**config.mk**
```make
export PLATFORM = sky130hd
export DESIGN_NAME = led_sparkle_frame_decay_flat
export DESIGN_NICKNAME = d
export VERILOG_FILES = /design/src/sv/lsfd_pkg.sv /design/src/sv/lsfd_in_if.sv /design/src/sv/lsfd_out_if.sv /design/src/sv/lsfd_cell.sv /design/src/sv/lsfd_head.sv /design/src/sv/led_sparkle_frame_decay.sv /design/src/flat_wrapper.sv
export SDC_FILE = /design/constraint.sdc
export NUM_CORES = 2
export LEC_CHECK = 0
export ABC_AREA = 1
export BUFFER_PORTS_ARGS = -buffer_cell sky130_fd_sc_hd__buf_2
export CAP_MARGIN = 20
export CORE_ASPECT_RATIO = 1.2
export CORE_MARGIN = 2
export CORE_UTILIZATION = 35
export DETAILED_ROUTE_END_ITERATION = 10
export HOLD_SLACK_MARGIN = 0.15
export RECOVER_POWER = 100
export SETUP_SLACK_MARGIN = 0.3
export SYNTH_ARGS = -nofsm -noshare
export SYNTH_HDL_FRONTEND = slang
export SYNTH_SLANG_ARGS = --single-unit
```
**constraint.sdc**
```tcl
create_clock -name i_clk -period 3.6 [get_ports i_clk]
set_clock_uncertainty 0.15 [all_clocks]
set_input_delay 0.18 -clock i_clk [delete_from_list [all_inputs] [get_ports i_clk]]
set_output_delay 0.18 -clock i_clk [all_outputs]
set_load 0.01 [all_outputs]
```
**src/sv/lsfd_pkg.sv**
```systemverilog
// Shared types, constants and color tables for the LED sparkle frame decay block.
// Used by the channel interfaces, the cell and head modules and the top level.
`timescale 1ns / 1ps
`default_nettype none

package lsfd_pkg;

    // Strip geometry
    localparam int PIXEL_COUNT = 64;
    localparam int IDX_W       = 6;
    localparam int POS_W       = 8;
    localparam int PICK_W      = 8;
    localparam int CHAN_W      = 8;

    // Last pixel index of a frame
    localparam logic [IDX_W-1:0] LAST_IDX = IDX_W'(PIXEL_COUNT - 1);

    // One RGB pixel
    typedef struct packed {
        logic [CHAN_W-1:0] r;
        logic [CHAN_W-1:0] g;
        logic [CHAN_W-1:0] b;
    } t_pixel;

    // Sparkle to merge into the frame, latched when a beat is taken
    typedef struct packed {
        logic [POS_W-1:0] pos;
        logic             pos_ok;
        t_pixel           color;
        t_pixel           dim;
    } t_sparkle;

    // Frame sequencer states
    typedef enum logic {
        ST_IDLE,
        ST_RUN
    } t_state;

    // Sparkle color for a pick; above fifteen is black
    function automatic t_pixel pick_color(input logic [PICK_W-1:0] pick);
        t_pixel c;
        if (pick == PICK_W'(0)) begin
            c = '{r: 8'd255, g: 8'd220, b: 8'd255};
        end else if (pick == PICK_W'(1)) begin
            c = '{r: 8'd220, g: 8'd255, b: 8'd255};
        end else if (pick <= PICK_W'(4)) begin
            c = '{r: 8'd80, g: 8'd128, b: 8'd255};
        end else if (pick <= PICK_W'(15)) begin
            c = '{r: 8'd30, g: 8'd70, b: 8'd205};
        end else begin
            c = '{r: 8'd0, g: 8'd0, b: 8'd0};
        end
        return c;
    endfunction

    // Neighbor color: each channel of the pick color divided by three
    function automatic t_pixel dim_color(input logic [PICK_W-1:0] pick);
        t_pixel c;
        if (pick == PICK_W'(0)) begin
            c = '{r: 8'd85, g: 8'd73, b: 8'd85};
        end else if (pick == PICK_W'(1)) begin
            c = '{r: 8'd73, g: 8'd85, b: 8'd85};
        end else if (pick <= PICK_W'(4)) begin
            c = '{r: 8'd26, g: 8'd42, b: 8'd85};
        end else if (pick <= PICK_W'(15)) begin
            c = '{r: 8'd10, g: 8'd23, b: 8'd68};
        end else begin
            c = '{r: 8'd0, g: 8'd0, b: 8'd0};
        end
        return c;
    endfunction

endpackage

`default_nettype wire

```
**src/sv/lsfd_in_if.sv**
```systemverilog
// Input channel: one beat per animation frame (sparkle position and color pick).
// Depends on lsfd_pkg for field widths.
`timescale 1ns / 1ps
`default_nettype none

interface lsfd_in_if import lsfd_pkg::*; ();

    logic              valid;
    logic              ready;
    logic [POS_W-1:0]  sparkle_pos;
    logic [PICK_W-1:0] color_pick;

    modport source (output valid, output sparkle_pos, output color_pick, input ready);
    modport sink   (input valid, input sparkle_pos, input color_pick, output ready);

endinterface

`default_nettype wire

```
**src/sv/lsfd_out_if.sv**
```systemverilog
// Output channel: one beat per pixel of the streamed frame.
// Depends on lsfd_pkg for field widths.
`timescale 1ns / 1ps
`default_nettype none

interface lsfd_out_if import lsfd_pkg::*; ();

    logic              valid;
    logic              ready;
    logic [IDX_W-1:0]  pixel_index;
    logic [CHAN_W-1:0] red;
    logic [CHAN_W-1:0] green;
    logic [CHAN_W-1:0] blue;
    logic              frame_end;

    modport source (output valid, output pixel_index, output red, output green,
                    output blue, output frame_end, input ready);
    modport sink   (input valid, input pixel_index, input red, input green,
                    input blue, input frame_end, output ready);

endinterface

`default_nettype wire

```
**src/sv/lsfd_cell.sv**
```systemverilog
// One pixel cell of the frame ring; loads its neighbor's pixel on each shift.
// Depends on lsfd_pkg for the pixel type.
`timescale 1ns / 1ps
`default_nettype none

module lsfd_cell import lsfd_pkg::*; (
    input  wire    i_clk,
    input  wire    i_rst_n,
    input  wire    i_shift,
    input  t_pixel i_pix,
    output t_pixel o_pix
);

    t_pixel r_pix;

    // Pixel storage, cleared to black on reset
    always_ff @(posedge i_clk) begin
        if (!i_rst_n) begin
            r_pix <= '0;
        end else if (i_shift) begin
            r_pix <= i_pix;
        end
    end

    assign o_pix = r_pix;

endmodule

`default_nettype wire

```
**src/sv/lsfd_head.sv**
```systemverilog
// Head of the ring: merges the sparkle into the pixel at the front and decays it.
// Depends on lsfd_pkg for the pixel and sparkle types.
`timescale 1ns / 1ps
`default_nettype none

module lsfd_head import lsfd_pkg::*; (
    input  t_pixel           i_pix,
    input  logic [IDX_W-1:0] i_idx,
    input  t_sparkle         i_spk,
    output t_pixel           o_pix
);

    logic [POS_W:0] w_idx_ext;
    logic [POS_W:0] w_pos_ext;
    logic           w_center;
    logic           w_side;
    t_pixel         w_merged;

    // Position compares, one bit wider so pos+1 and idx+1 cannot wrap
    assign w_idx_ext = (POS_W+1)'(i_idx);
    assign w_pos_ext = (POS_W+1)'(i_spk.pos);
    assign w_center  = i_spk.pos_ok && (w_idx_ext == w_pos_ext);
    assign w_side    = i_spk.pos_ok && ((w_idx_ext + 1'b1 == w_pos_ext) ||
                                        (w_idx_ext == w_pos_ext + 1'b1));

    // Sparkle overwrite
    always_comb begin
        if (w_center) begin
            w_merged = i_spk.color;
        end else if (w_side) begin
            w_merged = i_spk.dim;
        end else begin
            w_merged = i_pix;
        end
    end

    // Decay: nonzero channels drop by one
    assign o_pix.r = w_merged.r - CHAN_W'(w_merged.r != '0);
    assign o_pix.g = w_merged.g - CHAN_W'(w_merged.g != '0);
    assign o_pix.b = w_merged.b - CHAN_W'(w_merged.b != '0);

endmodule

`default_nettype wire

```
**src/sv/led_sparkle_frame_decay.sv**
```systemverilog
// Top level of the LED sparkle frame decay block: sequencer, head and ring of cells.
// Depends on lsfd_pkg, lsfd_in_if, lsfd_out_if, lsfd_cell and lsfd_head.
//
//   Port   Dir  Beat                         Fields
//   i_in   in   one animation frame          sparkle_pos, color_pick
//   o_out  out  one pixel, index order       pixel_index, red, green, blue, frame_end
//
// A frame is one input beat taken while idle, then one output beat per cycle while
// the output does not stall, set by the ring of pixel cells that rotates one place
// per emitted pixel.
// Reset (synchronous, active low) clears every pixel to black and idles the block.
// An output stall freezes the ring; a new frame is taken only after frame_end.
`timescale 1ns / 1ps
`default_nettype none

module led_sparkle_frame_decay import lsfd_pkg::*; (
    input  wire          i_clk,
    input  wire          i_rst_n,
    lsfd_in_if.sink      i_in,
    lsfd_out_if.source   o_out
);

    t_state           r_state;
    t_state           n_state;
    logic [IDX_W-1:0] r_idx;
    logic [IDX_W-1:0] n_idx;
    t_sparkle         r_spk;
    logic             w_in_take;
    logic             w_out_take;
    logic             w_last;
    t_pixel           w_new;
    t_pixel           w_cell [PIXEL_COUNT];

    assign w_in_take  = i_in.valid && i_in.ready;
    assign w_out_take = o_out.valid && o_out.ready;
    assign w_last     = (r_idx == LAST_IDX);

    // Next state
    always_comb begin
        n_state = r_state;
        case (r_state)
            ST_IDLE: begin
                if (i_in.valid) begin
                    n_state = ST_RUN;
                end
            end
            ST_RUN: begin
                if (o_out.ready && w_last) begin
                    n_state = ST_IDLE;
                end
            end
            default: n_state = ST_IDLE;
        endcase
    end

    // Handshake outputs
    always_comb begin
        case (r_state)
            ST_IDLE: begin
                i_in.ready  = 1'b1;
                o_out.valid = 1'b0;
            end
            ST_RUN: begin
                i_in.ready  = 1'b0;
                o_out.valid = 1'b1;
            end
            default: begin
                i_in.ready  = 1'b0;
                o_out.valid = 1'b0;
            end
        endcase
    end

    // Pixel counter
    always_comb begin
        n_idx = r_idx;
        if (w_out_take) begin
            n_idx = w_last ? '0 : r_idx + 1'b1;
        end
    end

    always_ff @(posedge i_clk) begin
        if (!i_rst_n) begin
            r_state <= ST_IDLE;
            r_idx   <= '0;
        end else begin
            r_state <= n_state;
            r_idx   <= n_idx;
        end
    end

    // Sparkle latched with the input beat
    always_ff @(posedge i_clk) begin
        if (w_in_take) begin
            r_spk.pos    <= i_in.sparkle_pos;
            r_spk.pos_ok <= ((POS_W+1)'(i_in.sparkle_pos) < (POS_W+1)'(PIXEL_COUNT));
            r_spk.color  <= pick_color(i_in.color_pick);
            r_spk.dim    <= dim_color(i_in.color_pick);
        end
    end

    // Merge and decay of the front pixel
    lsfd_head u_head (
        .i_pix (w_cell[0]),
        .i_idx (r_idx),
        .i_spk (r_spk),
        .o_pix (w_new)
    );

    // Ring of cells: front pixel goes out and its updated value enters the tail
    for (genvar gi = 0; gi < PIXEL_COUNT; gi++) begin : g_ring
        t_pixel w_feed;
        if (gi == PIXEL_COUNT - 1) begin : g_tail
            assign w_feed = w_new;
        end else begin : g_mid
            assign w_feed = w_cell[gi+1];
        end
        lsfd_cell u_cell (
            .i_clk   (i_clk),
            .i_rst_n (i_rst_n),
            .i_shift (w_out_take),
            .i_pix   (w_feed),
            .o_pix   (w_cell[gi])
        );
    end

    // Output beat
    assign o_out.pixel_index = r_idx;
    assign o_out.red         = w_new.r;
    assign o_out.green       = w_new.g;
    assign o_out.blue        = w_new.b;
    assign o_out.frame_end   = w_last;

`ifndef ASSERT_OFF
    a_one_side: assert property (@(posedge i_clk) disable iff (!i_rst_n)
        !(i_in.ready && o_out.valid))
        else $error("input ready while a frame is streaming");

    a_start_idx: assert property (@(posedge i_clk) disable iff (!i_rst_n)
        w_in_take |=> (o_out.valid && r_idx == '0))
        else $error("frame did not start streaming at pixel zero");

    a_end_idle: assert property (@(posedge i_clk) disable iff (!i_rst_n)
        (w_out_take && o_out.frame_end) |=> i_in.ready)
        else $error("block not idle after last pixel");

    a_idle_idx: assert property (@(posedge i_clk) disable iff (!i_rst_n)
        i_in.ready |-> (r_idx == '0))
        else $error("pixel counter not at zero while idle");
`endif

endmodule

`default_nettype wire
```
**src/flat_wrapper.sv**
```systemverilog
// flat-port wrapper written by rule: the top's interface ports become plain ports
module led_sparkle_frame_decay_flat import lsfd_pkg::*;
  (i_clk, i_rst_n, i_in_valid, i_in_sparkle_pos, i_in_color_pick, i_in_ready, o_out_valid, o_out_pixel_index, o_out_red, o_out_green, o_out_blue, o_out_frame_end, o_out_ready);
  lsfd_in_if i_in_i ();
  lsfd_out_if o_out_i ();
  input  wire i_clk;
  input  wire i_rst_n;
  input wire logic [$bits(i_in_i.valid)-1:0] i_in_valid;
  input wire logic [$bits(i_in_i.sparkle_pos)-1:0] i_in_sparkle_pos;
  input wire logic [$bits(i_in_i.color_pick)-1:0] i_in_color_pick;
  output wire logic [$bits(i_in_i.ready)-1:0] i_in_ready;
  output wire logic [$bits(o_out_i.valid)-1:0] o_out_valid;
  output wire logic [$bits(o_out_i.pixel_index)-1:0] o_out_pixel_index;
  output wire logic [$bits(o_out_i.red)-1:0] o_out_red;
  output wire logic [$bits(o_out_i.green)-1:0] o_out_green;
  output wire logic [$bits(o_out_i.blue)-1:0] o_out_blue;
  output wire logic [$bits(o_out_i.frame_end)-1:0] o_out_frame_end;
  input wire logic [$bits(o_out_i.ready)-1:0] o_out_ready;
  assign i_in_i.valid = i_in_valid;
  assign i_in_i.sparkle_pos = i_in_sparkle_pos;
  assign i_in_i.color_pick = i_in_color_pick;
  assign i_in_ready = i_in_i.ready;
  assign o_out_valid = o_out_i.valid;
  assign o_out_pixel_index = o_out_i.pixel_index;
  assign o_out_red = o_out_i.red;
  assign o_out_green = o_out_i.green;
  assign o_out_blue = o_out_i.blue;
  assign o_out_frame_end = o_out_i.frame_end;
  assign o_out_i.ready = o_out_ready;
  led_sparkle_frame_decay u_core (.i_clk(i_clk), .i_rst_n(i_rst_n), .i_in(i_in_i), .o_out(o_out_i));
endmodule
```
==> results.ini <==
[clock_network]
clockRootBuffer = clkbuf_16
path_clk_slew_ns = 0.06
cts_made_buffers = 161
clock-sinks = 1564
clkLatencyLatePin_ns = 0.77
cts_max_level = 4
cts_buffer_depth = 3
cts_tree = done

[logic_synthesis]
synthArstFlopShare_pct = 0
synth_ff_type = dfxtp_1
syn_area_sq_um = 54600
syn-num-nets = 7101
synth-edff-count = 21
syn_area_per_cell_sq_um = 7.72
synth_common_cells = nor2_1, dfxtp_1, o21ai_0, clkbuf_1, nand2_1
ys_warn_count = 0
yosysMostFrequentCell = nor2_1
synth_area_leader_cell = dfxtp_1
yosysSeqAreaShare_pct = 57.8
synth_top_area_share_pct = 56.6
synthTopCellsByArea = dfxtp_1, nor2_1, o21ai_0
synth_cell_types = 40
ys_ff_latch = 1564
synth_cells = 7071

[setup_path]
crit_fanout = 6
critical_path_class = reg -> out
r2r_start = u_core.r_state
endpoint_kind = output pin
r2r-end = u_core.g_ring[11].u_cell.o_pix[17]
arrival_ns = 3.84
cp_data_required_time_ns = 3.27
worstSetupStartpointType = flop
ff2ff_setup_slack_ns = 0.04
r2r_cells = 5

[status]
violations = capacitance limit, setup timing
status = finished, violations left

[pwr]
leakage_nw = 24.6
p_int_mw = 29.8
switching_share_pct = 24.0
combPwrFrac_pct = 8.8
ir_worst_vdd_uv = 478
p_per_area_nw_per_um2 = 617
power.switching_mw = 9.43
pwr-share-seq_pct = 48.3
power.share.clock_pct = 43.0

[routing]
drtPass1Iterations = 5
drc_errors = 0
ant_nets = 0
wl_per_cell_microns = 12.5
routed_via_density = 4.68
wl_met1_microns = 57300
wl_met3_microns = 3180
vias = 43000
routed_wl_microns = 115000
top_layer_used = met4
met2_length_microns = 52300
first_iter_violations = 3259

[floorplanning]
num_rows = 158
ioPinCount = 53
core_sq_um = 155000
die_area_sq_um = 159000
die_h_microns = 437
die_w_microns = 364
start_util_pct = 35.3

[grt]
grt_first_pass_wirelength_microns = 195000
grt_usage_pct = 14.2
antenna_found_initial = 1
grt_pass1_vias = 39700
grt-ovfl-total = 0
grt_max_degree = 244

[sta]
hold_viol_final = 0
period_needed_ns = 4.17
max_slew_margin_pct = 0.691
final.period_utilization_pct = 116
max_freq_mhz = 240
maxSlewViolCount = 0
setup_slack_ns = -0.575
setup_violations = 24
rsz0062_at_grt = yes
worst_pin_slew_ns = 1.49

[cells_and_area]
post-route-util_pct = 41.1
fin_nets = 6999
final_cell_count_no_fill = 9181
drive_above_1_share_pct = 8.37
area_growth_pct = 16.4

[worst_hold_path]
hold_start = i_in_color_pick[2]
hold_end = u_core.r_spk[29]
hold_path.class = in -> reg
hold_depth = 5

[run]
maxCapViolCount = 1

[place]
io_buffers = 52
placed_cells = 8827
finalWeightedCongestion = 0.795
hpwl_microns = 63200

-- layout by cell type (no fill, tap or decap), types with 8 or more instances in the layout --
master,count
o21ai_2,12
inv_1,85
nand2_1,99
dfxtp_1,1541
buf_12,27
clkbuf_1,49
clkinv_2,26
clkbuf_8,39
buf_4,111
nand2_2,25
nor2_1,3074
inv_2,15
inv_4,9
buf_2,26
ha_4,8
dlygate4sd3_1,30
o21ai_0,1526
clkbuf_16,164
nand3_2,19
nand3_1,32
edfxtp_1,21
a21oi_1,19
buf_6,36
bufinv_16,11
-- sequential cells by signal, indices dropped and copies added, names as in the netlist --
name	flops
u_core.g_ring.u_cell.o_pix	1536
u_core.r_spk	21
u_core.o_out.pixel_index	6
u_core.r_state	1
-- critical path, cell delays in order, from the launching register on --
cell      delay (ns)
edfxtp_1        0.43
ha_4            0.26
xor2_1          0.13
nor2_1          0.11
nand2_1         0.06
nor2_1          0.12
nand3_2         0.10
nand2_4         0.13
nand2_8         0.09
nand2_8         0.10
buf_12          0.10
buf_12          0.11
nand2_8         0.06
o21ai_4         0.07
nor3_2          0.05
nand3_1         0.12
buf_4           0.13
buf_6           0.09
ha_4            0.12
inv_2           0.04
nor3_4          0.23
nand2_1         0.09
nand2_2         0.11
nand2_4         0.08
buf_6           0.13
-- worst max path at each step --
stage | from | to | slack (ns) | cells past startpoint
global placement | u_core.r_spk[50] | o_out_red[4] | -0.05 | 22
detailed placement | u_core.r_spk[49] | o_out_red[4] | -0.04 | 22
CTS | u_core.r_spk[49] | o_out_green[6] | -0.69 | 21
finish | u_core.r_spk[50] | o_out_blue[7] | -0.57 | 24
global route | u_core.r_spk[50] | o_out_blue[7] | -0.87 | 24
floorplan | u_core.r_spk[50] | u_core.g_ring[63].u_cell.o_pix[14] | 0.31 | 23
-- power by group through the flow --
| stage | Combinational, mW | Sequential [mW] | Clock, mW |
|---|---|---|---|
| after floorplan | 2.34 | 19.1 | 0 |
| after global placement | 3.12 | 19.3 | 0 |
| after detailed placement | 3.15 | 19.3 | 0 |
| after CTS | 3.45 | 18.9 | 17.4 |
| after global routing | 3.99 | 19.0 | 18.1 |
| final | 3.44 | 18.9 | 16.8 |
-- metrics by stage --
step | instance area, sq um | power [mW] | TNS [ns] | hold WS [ns] | setup WS (ns)
floorplan | 54600 | 21.5 | 0 | 0.129 | 0.309
finish | 63500 | 39.2 | -11.20 | 0.281 | -0.575
CTS | 63400 | 39.8 | -13.94 | 0.189 | -0.691
global placement | 57000 | 22.4 | -0.0517 | 0.222 | -0.0517
global route | 63500 | 41.1 | -191.20 | 0.309 | -0.869
detailed placement | 57000 | 22.4 | -0.0388 | 0.223 | -0.0388
-- final cells by class --
cell class	count	area [sq um]
diodes	1	2.50
clock buffers	241	4780
clock inverters	53	663
fillers	15900	91000
inverters	106	413
multi-input cells	4886	21200
flip-flops and latches	1564	31500
well taps	2080	2600
repair buffers	250	2320
-- logic make-up after synthesis --
| group | share of synthesized area, % |
|---|---|
| AO/OA/AOI/OAI | 14.5 |
| XOR/XNOR | 0.161 |
| AND/OR/NAND/NOR | 23.1 |
| adder cells (fa/ha/maj) | 0.229 |
| buffers and inverters | 4.29 |
| flip-flops | 57.8 |
-- repair_timing --
action / 4_1_cts / 5_1_grt
setup buffers: 21 / 8
hold buffers: 30 / 0
endpoints found under the hold margin: 832 / 0
endpoints found under the setup margin: 40 / 44
pin swaps: 49 / 33
cloned: 0 / 0
resized for setup: 124 / 46
-- routing by layer --
layer  vias up  track usage, %
met5         -               0
met4         0            3.81
met2       340            22.5
met1     20100            19.9
li1      22400               -
met3       157            2.48
No activity file was read; power rests on OpenSTA's default activity.
